[src/design/sctdt_pkg.sv]
// Package for the second-count to calendar date and time converter.
// Holds the sequencer state type, the time and calendar constants and the
// month length function. Depends on nothing.
`default_nettype none

package sctdt_pkg;

  localparam int unsigned WORK_W = 34;

  localparam logic [WORK_W-1:0] DAY_SECS  = WORK_W'(86400);
  localparam logic [WORK_W-1:0] HOUR_SECS = WORK_W'(3600);
  localparam logic [WORK_W-1:0] MIN_SECS  = WORK_W'(60);

  localparam logic [11:0] EPOCH_YEAR = 12'd2000;
  localparam logic [8:0]  LEAP_YEAR_DAYS = 9'd366;
  localparam logic [8:0]  NORM_YEAR_DAYS = 9'd365;
  localparam logic [3:0]  LAST_MONTH_IDX = 4'd11;

  localparam logic [4:0] DAY_BITS_TOP  = 5'd16;
  localparam logic [4:0] HOUR_BITS_TOP = 5'd4;
  localparam logic [4:0] MIN_BITS_TOP  = 5'd5;

  typedef enum logic [6:0] {
    ST_IDLE  = 7'b0000001,
    ST_DAY   = 7'b0000010,
    ST_YEAR  = 7'b0000100,
    ST_MONTH = 7'b0001000,
    ST_HOUR  = 7'b0010000,
    ST_MIN   = 7'b0100000,
    ST_DONE  = 7'b1000000
  } state_t;

  // Month index counts from zero, so index one is February.
  function automatic logic [8:0] month_days(input logic [3:0] mon, input logic leap);
    logic [8:0] len;
    unique case (mon)
      4'd1: begin
        len = leap ? 9'd29 : 9'd28;
      end
      4'd3, 4'd5, 4'd8, 4'd10: begin
        len = 9'd30;
      end
      default: begin
        len = 9'd31;
      end
    endcase
    return len;
  endfunction

endpackage

`default_nettype wire

[src/design/second_count_to_date_time_unit.sv]
// Top level of the second-count to calendar date and time converter.
// Uses sctdt_pkg for its state type, constants and month length table.
// Contains the whole sequencer and its shared subtract-and-compare unit.
`default_nettype none

// Converts a count of seconds since 2000-01-01 00:00:00 into a Gregorian
// year, month, day, hour, minute and second. Whole days are split off first
// by a restoring division; the year follows by subtracting year lengths one
// year at a time, ending with a closing compare, and the month likewise
// month by month; restoring divisions then find the hour and the minute,
// and a last step hands over the result. All of it runs
// through a single 34-bit subtract-and-compare unit, so one item is worked
// on at a time; the next item is taken once the result sits in the output
// register, even if it has not been taken yet.
module second_count_to_date_time_unit
  import sctdt_pkg::*;
(
  input  wire logic        clk,
  input  wire logic        rst_n,
  input  wire logic        in_tvalid,
  output logic             in_tready,
  // Fields from bit 0: second_count[31:0].
  input  wire logic [31:0] in_tdata,
  output logic             out_tvalid,
  input  wire logic        out_tready,
  // Fields from bit 0: year_out[11:0], month_out[15:12], day_out[20:16],
  // hour_out[25:21], minute_out[31:26], second_out[37:32], zero fill.
  output logic [39:0]      out_tdata
);

  state_t            state_r, state_nxt;
  logic [WORK_W-1:0] num_r, num_nxt;
  logic [16:0]       quo_r, quo_nxt;
  logic [4:0]        cnt_r, cnt_nxt;
  logic [11:0]       year_r, year_nxt;
  logic [1:0]        ymod4_r, ymod4_nxt;
  logic [6:0]        ymod100_r, ymod100_nxt;
  logic [8:0]        ymod400_r, ymod400_nxt;
  logic [3:0]        mon_r, mon_nxt;
  logic [4:0]        day_r, day_nxt;
  logic [4:0]        hour_r, hour_nxt;
  logic [5:0]        minute_r, minute_nxt;
  logic [5:0]        second_r, second_nxt;
  logic              out_tvalid_r, out_tvalid_nxt;
  logic [39:0]       out_tdata_r, out_tdata_nxt;

  logic              leap;
  logic [8:0]        ylen;
  logic [8:0]        mlen;
  logic [WORK_W-1:0] sub_a, sub_b;
  logic [WORK_W:0]   diff;
  logic              ge;

  assign leap = (ymod400_r == 9'd0) || ((ymod4_r == 2'd0) && (ymod100_r != 7'd0));
  assign ylen = leap ? LEAP_YEAR_DAYS : NORM_YEAR_DAYS;
  assign mlen = month_days(mon_r, leap);

  always_comb begin
    sub_a = num_r;
    sub_b = '0;
    unique case (state_r)
      ST_DAY: begin
        sub_b = DAY_SECS << cnt_r;
      end
      ST_YEAR: begin
        sub_a = {{(WORK_W-17){1'b0}}, quo_r};
        sub_b = {{(WORK_W-9){1'b0}}, ylen};
      end
      ST_MONTH: begin
        sub_a = {{(WORK_W-17){1'b0}}, quo_r};
        sub_b = {{(WORK_W-9){1'b0}}, mlen};
      end
      ST_HOUR: begin
        sub_b = HOUR_SECS << cnt_r;
      end
      ST_MIN: begin
        sub_b = MIN_SECS << cnt_r;
      end
      default: begin
      end
    endcase
    diff = {1'b0, sub_a} - {1'b0, sub_b};
    ge   = ~diff[WORK_W];
  end

  always_comb begin
    state_nxt      = state_r;
    num_nxt        = num_r;
    quo_nxt        = quo_r;
    cnt_nxt        = cnt_r;
    year_nxt       = year_r;
    ymod4_nxt      = ymod4_r;
    ymod100_nxt    = ymod100_r;
    ymod400_nxt    = ymod400_r;
    mon_nxt        = mon_r;
    day_nxt        = day_r;
    hour_nxt       = hour_r;
    minute_nxt     = minute_r;
    second_nxt     = second_r;
    out_tvalid_nxt = out_tvalid_r;
    out_tdata_nxt  = out_tdata_r;

    if (out_tvalid_r && out_tready) begin
      out_tvalid_nxt = 1'b0;
    end

    unique case (state_r)
      ST_IDLE: begin
        if (in_tvalid) begin
          num_nxt     = {{(WORK_W-32){1'b0}}, in_tdata};
          quo_nxt     = '0;
          cnt_nxt     = DAY_BITS_TOP;
          year_nxt    = EPOCH_YEAR;
          ymod4_nxt   = '0;
          ymod100_nxt = '0;
          ymod400_nxt = '0;
          mon_nxt     = '0;
          state_nxt   = ST_DAY;
        end
      end
      ST_DAY: begin
        quo_nxt = {quo_r[15:0], ge};
        if (ge) begin
          num_nxt = diff[WORK_W-1:0];
        end
        if (cnt_r == 5'd0) begin
          state_nxt = ST_YEAR;
        end else begin
          cnt_nxt = cnt_r - 5'd1;
        end
      end
      ST_YEAR: begin
        if (ge) begin
          quo_nxt     = diff[16:0];
          year_nxt    = year_r + 12'd1;
          ymod4_nxt   = ymod4_r + 2'd1;
          ymod100_nxt = (ymod100_r == 7'd99) ? 7'd0 : ymod100_r + 7'd1;
          ymod400_nxt = (ymod400_r == 9'd399) ? 9'd0 : ymod400_r + 9'd1;
        end else begin
          state_nxt = ST_MONTH;
        end
      end
      ST_MONTH: begin
        if (ge && (mon_r != LAST_MONTH_IDX)) begin
          quo_nxt = diff[16:0];
          mon_nxt = mon_r + 4'd1;
        end else begin
          day_nxt   = quo_r[4:0] + 5'd1;
          quo_nxt   = '0;
          cnt_nxt   = HOUR_BITS_TOP;
          state_nxt = ST_HOUR;
        end
      end
      ST_HOUR: begin
        quo_nxt = {quo_r[15:0], ge};
        if (ge) begin
          num_nxt = diff[WORK_W-1:0];
        end
        if (cnt_r == 5'd0) begin
          hour_nxt  = quo_nxt[4:0];
          quo_nxt   = '0;
          cnt_nxt   = MIN_BITS_TOP;
          state_nxt = ST_MIN;
        end else begin
          cnt_nxt = cnt_r - 5'd1;
        end
      end
      ST_MIN: begin
        quo_nxt = {quo_r[15:0], ge};
        if (ge) begin
          num_nxt = diff[WORK_W-1:0];
        end
        if (cnt_r == 5'd0) begin
          minute_nxt = quo_nxt[5:0];
          second_nxt = num_nxt[5:0];
          state_nxt  = ST_DONE;
        end else begin
          cnt_nxt = cnt_r - 5'd1;
        end
      end
      ST_DONE: begin
        if (!out_tvalid_r || out_tready) begin
          out_tvalid_nxt = 1'b1;
          out_tdata_nxt  = {2'b00, second_r, minute_r, hour_r, day_r,
                            mon_r + 4'd1, year_r};
          state_nxt      = ST_IDLE;
        end
      end
      default: begin
        state_nxt = ST_IDLE;
      end
    endcase
  end

  always_ff @(posedge clk) begin
    if (!rst_n) begin
      state_r      <= ST_IDLE;
      out_tvalid_r <= 1'b0;
    end else begin
      state_r      <= state_nxt;
      out_tvalid_r <= out_tvalid_nxt;
    end
  end

  always_ff @(posedge clk) begin
    num_r       <= num_nxt;
    quo_r       <= quo_nxt;
    cnt_r       <= cnt_nxt;
    year_r      <= year_nxt;
    ymod4_r     <= ymod4_nxt;
    ymod100_r   <= ymod100_nxt;
    ymod400_r   <= ymod400_nxt;
    mon_r       <= mon_nxt;
    day_r       <= day_nxt;
    hour_r      <= hour_nxt;
    minute_r    <= minute_nxt;
    second_r    <= second_nxt;
    out_tdata_r <= out_tdata_nxt;
  end

  assign in_tready  = (state_r == ST_IDLE);
  assign out_tvalid = out_tvalid_r;
  assign out_tdata  = out_tdata_r;

  // An accepted item always starts the day split.
  assert property (@(posedge clk) disable iff (!rst_n)
    (in_tvalid && in_tready) |=> (state_r == ST_DAY))
    else $error("accepted item did not start the day split");

  // A result is only loaded from the final state.
  assert property (@(posedge clk) disable iff (!rst_n)
    $rose(out_tvalid) |-> ($past(state_r) == ST_DONE))
    else $error("result loaded outside the final state");

  // Month and time fields of a shown result stay within calendar range.
  assert property (@(posedge clk) disable iff (!rst_n)
    out_tvalid |-> ((out_tdata[15:12] != 4'd0) && (out_tdata[15:12] <= 4'd12)
                    && (out_tdata[25:21] <= 5'd23) && (out_tdata[31:26] <= 6'd59)
                    && (out_tdata[37:32] <= 6'd59)))
    else $error("result field out of calendar range");

  // The month search never steps past December.
  assert property (@(posedge clk) disable iff (!rst_n)
    (state_r == ST_MONTH) |-> (mon_r <= LAST_MONTH_IDX))
    else $error("month index ran past December");

endmodule

`default_nettype wire
[config.mk]
export PLATFORM = sky130hd
export DESIGN_NAME = second_count_to_date_time_unit
export DESIGN_NICKNAME = d
export VERILOG_FILES = /design/src/design/sctdt_pkg.sv /design/src/design/second_count_to_date_time_unit.sv
export SDC_FILE = /design/constraint.sdc
export NUM_CORES = 1
export LEC_CHECK = 0
export BUFFER_PORTS_ARGS = -buffer_cell sky130_fd_sc_hd__buf_2
export CAP_MARGIN = 15
export CORE_MARGIN = 5
export CORE_UTILIZATION = 55
export DETAILED_ROUTE_END_ITERATION = 10
export PLACE_DENSITY = 0.82
export SLEW_MARGIN = 20
export SYNTH_ARGS = -nofsm -noshare
export SYNTH_HDL_FRONTEND = slang
export SYNTH_SLANG_ARGS = --single-unit
[constraint.sdc]
create_clock -name clk -period 7.2 [get_ports clk]
set_input_delay 1.08 -clock clk [delete_from_list [all_inputs] [get_ports clk]]
set_output_delay 1.08 -clock clk [all_outputs]
set_load 0.05 [all_outputs]
==> flow_summary.toml, run 1 <==
[pwr]
max-vdd-ir-drop_uv = 174
fin_total_pwr_w = 0.00277
p_leak_nw = 4.15
power.density_nw_per_um2 = 253

[timing]
tightest_slew_ns = 0.965
hold_violations = 0
maxSlewViolCount = 0
period_share = 0.811
fmax_mhz = 171
final-setup-viol-count = 0
hold_ws_ns = 0.420
finalSetupTns_ns = 0
slew_headroom = 0.355
skew_ns = 0.0171
period_minus_slack_ns = 5.84
setup_ws_ns = 1.36
rsz0062_at_grt = "false"

[cells_and_area]
nFillCells = 1352
seq_area_um2 = 4660
num_antenna_cells = 0
multi_input_area_um2 = 4840
drive_gt1_frac = 0.150
fin_util = 0.630
nets = 1113
area_delta_synth_final_pct = 12.1

[global_routing]
grtUsageTotal = 0.231
grt_pass1_vias = 7470
grt_first_pass_wirelength_mm = 37.7
grt_overflow_total = 0
grt_max_degree = 45
antenna_found_initial = 0

[logic_synthesis]
ys_warn_count = 0
async_flop_share = 0
synth_top_cell_by_area = "edfxtp_1"
netlist.area_leader.share = 0.462
synth.distinct_cells = 81
ys_seq_elements = 158
syn_area_um2 = 9750
synth_cells = 968
ys.flop_type = "edfxtp_1"
avgSynthCellArea_um2 = 10.1
synth.area.top_cells = "edfxtp_1 (46%), nand2_1 (6.2%), ha_1 (6.0%), xnor2_1 (3.2%), nor2_1 (2.9%)"
synth_edf_count = 150
ys_seq_area_frac = 0.478

[die]
initial_utilization = 0.562
fp-row-count = 48
die-area_um2 = 20500
core_area_um2 = 17400
die_w_um = 143
pin_count = 78
die_y_um = 143

[routing]
vias_per_cell = 6.13
drc = 0
wirelength_mm = 23.4
num_vias = 7772
drtAntennaViolNets = 0
wire_per_inst_um = 18.5
drt_iter0_drc = 815
drtPass1Iterations = 6

[cts]
htreeDepth = 4
cts.clk_slew.worst_paths_ns = 0.07
ctsResizeCount = 0
cts_buffer_depth = 2
clk_latency_ns = 0.44
clock-sinks = 158
hold_buffers = 0
cts_made_buffers = 17
cts_tree = "built"
cts_setup_buffers = 0
cts_root_buf = "clkbuf_16"

[placement]
place_hpwl_mm = 16.2
io_buffer_count = 75
dp_slack_ns = 1.50
gp_congestion = 0.978

[setup_path]
r2r_setup_slack_ns = 1.36
crit_type = "reg2reg"
cp_max_fo = 30
timing.rr.start = "state_r[5]$_SDFFE_PN0P_"
cp-end-kind = "register"
r2r-end = "ymod400_r[4]$_SDFFCE_PP0P_"
crit_path_start_kind = "register"
reg2reg_depth = 19
required_ns = 7.28
worstPathArrival_ns = 5.92

[worst_hold_path]
whs_path_depth = 0
holdPathEnd = "out_tdata[33]$_DFFE_PP_"
min_from = "second_r[1]$_DFFE_PP_"
hp-class = "reg2reg"

[outcome]
outcome = "finished, final reports clean"

[flow_run]
cap_violations = 0
## kinds of logic after synthesis
| family | synth area share |
|---|---|
| AOI/OAI and AO/OA | 0.178 |
| xor gates and xnor gates | 0.0512 |
| adders and majority gates | 0.0623 |
| buffers and inverters | 0.0295 |
| DFF | 0.478 |
| muxes | 0.0176 |
| other | 0.000384 |
| and+or+nand+nor | 0.183 |
## worst max-delay path, stage by stage (launching register included)
cell      delay [ns]
dfxtp_1         0.45
or2_1           0.30
nor4_1          0.35
nand3b_1        0.15
buf_4           0.25
nand2_1         0.59
nand2_1         0.13
nand2_1         0.13
inv_1           0.08
fa_1            0.48
nand2b_1        0.19
a21o_1          0.18
a211o_1         0.32
o211ai_2        0.27
a21oi_2         0.12
o22a_2          0.41
inv_2           0.35
nand2_1         0.16
a21oi_2         0.16
buf_4           0.37
## worst max-delay path by stage
stage                                 start                    endpoint  slack [ns]  cells after the start
floorplan           state_r[5]$_SDFFE_PN0P_         num_r[10]$_DFFE_PP_        0.79                     16
global placement    state_r[5]$_SDFFE_PN0P_  ymod100_r[3]$_SDFFCE_PP0P_        1.43                     18
detailed placement  state_r[2]$_SDFFE_PN0P_         quo_r[13]$_DFFE_PP_        1.50                     19
CTS                 state_r[5]$_SDFFE_PN0P_  ymod100_r[0]$_SDFFCE_PP0P_        1.42                     19
global route        state_r[2]$_SDFFE_PN0P_         quo_r[10]$_DFFE_PP_        1.01                     19
finish              state_r[5]$_SDFFE_PN0P_  ymod400_r[4]$_SDFFCE_PP0P_        1.36                     19
## registers in the layout, indices dropped and copies added (netlist names)
name and count:
out_tdata 38, num_r 34, quo_r 17, year_r 12
ymod400_r 9, state_r 7, ymod100_r 7, minute_r 6
second_r 6, cnt_r 5, day_r 5, hour_r 5
mon_r 4, ymod4_r 2, out_tvalid 1
## metrics by stage
stage / cells / area [um2]
CTS: 1267 / 10900
global route: 1267 / 10900
finish: 1267 / 10900
floorplan: 969 / 9760
detailed placement: 1235 / 10300
global placement: 1235 / 10300
## cells in the final DEF (no fill, tap or decap), types with 5 or more instances in the layout
master / netlist / layout
mux2i_1: 7 / 7
o22ai_1: 15 / 15
a31oi_1: 9 / 9
nor2b_1: 13 / 12
inv_8: 0 / 6
a22o_1: 27 / 27
mux2_2: 5 / 5
a21o_1: 19 / 19
xnor2_1: 36 / 36
inv_1: 21 / 21
a21oi_1: 55 / 54
o31ai_1: 10 / 10
dfxtp_1: 8 / 8
o21ai_1: 7 / 6
edfxtp_1: 150 / 150
buf_2: 5 / 75
and3_1: 30 / 30
a21oi_2: 4 / 5
buf_4: 5 / 10
a211oi_1: 7 / 7
nor3_1: 17 / 17
nor2_1: 76 / 74
o21a_1: 10 / 10
a32oi_1: 5 / 5
xor2_1: 21 / 21
nand3_1: 29 / 29
o21ai_0: 30 / 29
clkbuf_16: 0 / 17
nand2b_1: 11 / 11
and2_1: 12 / 12
nand2_1: 162 / 162
ha_1: 47 / 47
## layer usage
layer  vias to the layer above  part of all wire  track usage
met3                        58             0.075       0.0409
met2                       357              0.48        0.378
met1                      3652              0.42        0.306
met5                         -                 0            0
li1                       3705                 -            -
met4                         0             0.025       0.0910
## synth_stat cells, types with 4 or more instances
cell / n
a211oi_1: 7
a21o_1: 19
a21oi_1: 55
a21oi_2: 4
a22o_1: 27
a31oi_1: 9
a32oi_1: 5
and2_1: 12
and3_1: 30
buf_2: 5
buf_4: 5
clkbuf_1: 30
dfxtp_1: 8
edfxtp_1: 150
ha_1: 47
inv_1: 21
mux2_2: 5
mux2i_1: 7
nand2_1: 162
nand2b_1: 11
nand3_1: 29
nand4_1: 4
nor2_1: 76
nor2b_1: 13
nor3_1: 17
o21a_1: 10
o21ai_0: 30
o21ai_1: 7
o21bai_1: 4
o22ai_1: 15
o31ai_1: 10
xnor2_1: 36
xor2_1: 21
## area by class of cell
cell class	count	share of cell area
clock buffers	17	0.0389
flip-flops and latches	158	0.427
multi-input cells	743	0.442
well taps	225	0.0258
repair buffers	85	0.0412
inverters	24	0.00824
clock inverters	15	0.0167
## where the power goes
part	internal, W	switching (W)
Clock	0.000474	0.000448
Sequential	0.00111	0.0000758
Combinational	0.000252	0.000409
Total	0.00184	0.000932
(Power assumes the default switching activity.)
==> run 2: changes to the inputs <==
clock period = 5.6 ns   (was 7.2 ns; I/O delays follow)
==> run 2 against run 1 <==
Sequential power is 29% higher. Sequential cell count stayed put. Clock skew is 0.0070 ns lower. Final area is 0.53% higher. Worst hold slack worse by 0.0054 ns. Wire length is 3.1% higher. Power is 28% higher. Non-clock buffer count is 11 higher. Clock power is 25% higher. Sequential share of layout area is 0.22 points lower. Utilization is 0.33 points higher. Critical path type unchanged. Highest routed layer unchanged.
==> flow_summary.toml, run 2 (same netlist as run 1, synthesis figures left out) <==
[outcome]
outcome = "finished, final reports clean"

[pwr]
seqPwrFrac = 0.432
p_leak_nw = 4.20
fin_total_pwr_w = 0.00354
p_sw_w = 0.00115
internal_power_w = 0.00239
power.density_nw_per_um2 = 322
max-vdd-ir-drop_uv = 232
swShare = 0.325
p_clk_frac = 0.324
pwr-share-comb = 0.244

[routing]
drt_iter0_drc = 1039
wirelength_mm = 24.1
vias_per_cell = 6.24
drc = 0
num_vias = 7979
wire_per_inst_um = 18.9
drtAntennaViolNets = 0
drtPass1Iterations = 6

[worst_hold_path]
whs_path_depth = 0
hp-class = "reg2reg"

[cells_and_area]
largest_register_ffs = 38
nFillCells = 1358
final_area_um2 = 11000
area_delta_synth_final_pct = 12.7
num_antenna_cells = 0
layout_commonest_cell = "nand2_1"
biggestRegsByFlops = "out_tdata x38, num_r x34, quo_r x17"
regMostFlops = "out_tdata"
drive_gt1_frac = 0.156
final_cells = 1278
nets = 1124
mostFrequentLayoutCells = "nand2_1 (162), edfxtp_1 (150), nor2_1 (76)"

[timing]
period_minus_slack_ns = 5.22
maxSlewViolCount = 0
final-setup-viol-count = 0
skew_ns = 0.0101
fmax_mhz = 192
finalSetupTns_ns = 0
hold_violations = 0
period_share = 0.932
tightest_slew_ns = 0.980
slew_headroom = 0.344
rsz0062_at_grt = "false"

[placement]
place_inst = 1245
postPlaceCellArea_um2 = 10400
gp_congestion = 0.968
place_hpwl_mm = 17.2
io_buffer_count = 75

[die]
fp-row-count = 48
die_y_um = 143
initial_utilization = 0.562
pin_count = 78
die_w_um = 143
core_area_um2 = 17400
die-area_um2 = 20500

[cts]
cts_made_buffers = 17
ctsResizeCount = 0
clk_latency_ns = 0.44
clock-sinks = 158
cts_root_buf = "clkbuf_16"
cts_setup_buffers = 0
hold_buffers = 0
cts.clk_slew.worst_paths_ns = 0.06
htreeDepth = 4
cts_tree = "built"
cts_buffer_depth = 2

[global_routing]
grtUsageTotal = 0.237
grt_overflow_total = 0
antenna_found_initial = 0
grt_first_pass_wirelength_mm = 38.2
grt_pass1_vias = 7514
grt_max_degree = 45

[setup_path]
reg2reg_depth = 18
worstPathArrival_ns = 5.31
cp_max_fo = 30
setup.worst_path.start = "state_r[2]$_SDFFE_PN0P_"
crit_type = "reg2reg"
timing.rr.start = "state_r[2]$_SDFFE_PN0P_"
required_ns = 5.69
r2r-end = "year_r[3]$_SDFFCE_PN0P_"
crit_path_start_kind = "register"
cp-end-kind = "register"
endpoint = "year_r[3]$_SDFFCE_PN0P_"
r2r_setup_slack_ns = 0.38

[flow_run]
cap_violations = 0
run 2: cell count changes in the layout (fill, tap and decap cells not counted), sizes merged:
cell / change
bufinv: +1
buf: +11
clkinv: -1
run 2: metal layers:
metal | global-route usage | part of all wire
met1 | 0.309 | 0.41
met2 | 0.393 | 0.48
met3 | 0.0429 | 0.079
met5 | 0 | 0
met4 | 0.0955 | 0.031
run 2: worst min-delay path by stage:
| stage | from | end | slack, ns |
|---|---|---|---|
| 2_1_floorplan | day_r[0]$_DFFE_PP_ | out_tdata[16]$_DFFE_PP_ | 0.40 |
| 3_3_place_gp | minute_r[5]$_DFFE_PP_ | out_tdata[31]$_DFFE_PP_ | 0.40 |
| 3_5_place_dp | hour_r[4]$_DFFE_PP_ | out_tdata[25]$_DFFE_PP_ | 0.40 |
| 4_1_cts | second_r[1]$_DFFE_PP_ | out_tdata[33]$_DFFE_PP_ | 0.42 |
| 5_1_grt | second_r[1]$_DFFE_PP_ | out_tdata[33]$_DFFE_PP_ | 0.42 |
| 6_report | second_r[1]$_DFFE_PP_ | out_tdata[33]$_DFFE_PP_ | 0.41 |
run 2: worst max-delay path: stages, from the launching register on:
cell and delay (ns):
dfxtp_1 0.37, nor4_4 0.49, nand2b_1 0.36, o31ai_1 0.34, a21oi_1 0.10, o22a_1 0.25
mux2_2 0.29, or2_1 0.21, ha_1 0.35, and4_1 0.22, and4_4 0.23, nand2_1 0.06
o211ai_2 0.27, a21oi_2 0.11, o22a_2 0.21, inv_2 0.28, nand2_1 0.17, a21oi_2 0.16
buf_4 0.37
run 2: power groups by stage:
| stage | Sequential (W) | Combinational (W) | Clock [W] |
|---|---|---|---|
| floorplan | 0.00150 | 0.000671 | 0 |
| global placement | 0.00154 | 0.000830 | 0 |
| detailed placement | 0.00155 | 0.000844 | 0 |
| CTS | 0.00152 | 0.000852 | 0.00116 |
| global route | 0.00154 | 0.000941 | 0.00122 |
| finish | 0.00153 | 0.000862 | 0.00115 |
run 2: cell type report:
cell class	count	area [um2]	area share
Tap cell	225	282	0.0256
Timing Repair Buffer	96	546	0.0496
Inverter	24	90.1	0.00820
Clock buffer	17	425	0.0387
Clock inverter	15	150	0.0137
Multi-Input combinational cell	743	4830	0.440
Sequential cell	158	4660	0.425
run 2: metrics by stage:
step	hold slack, ns	setup WS, ns	utilization
2_1_floorplan	0.400	0.360	-
3_3_place_gp	0.401	0.535	0.599
3_5_place_dp	0.405	0.426	0.599
4_1_cts	0.417	0.392	0.632
5_1_grt	0.420	0.0160	0.633
6_report	0.414	0.382	0.633
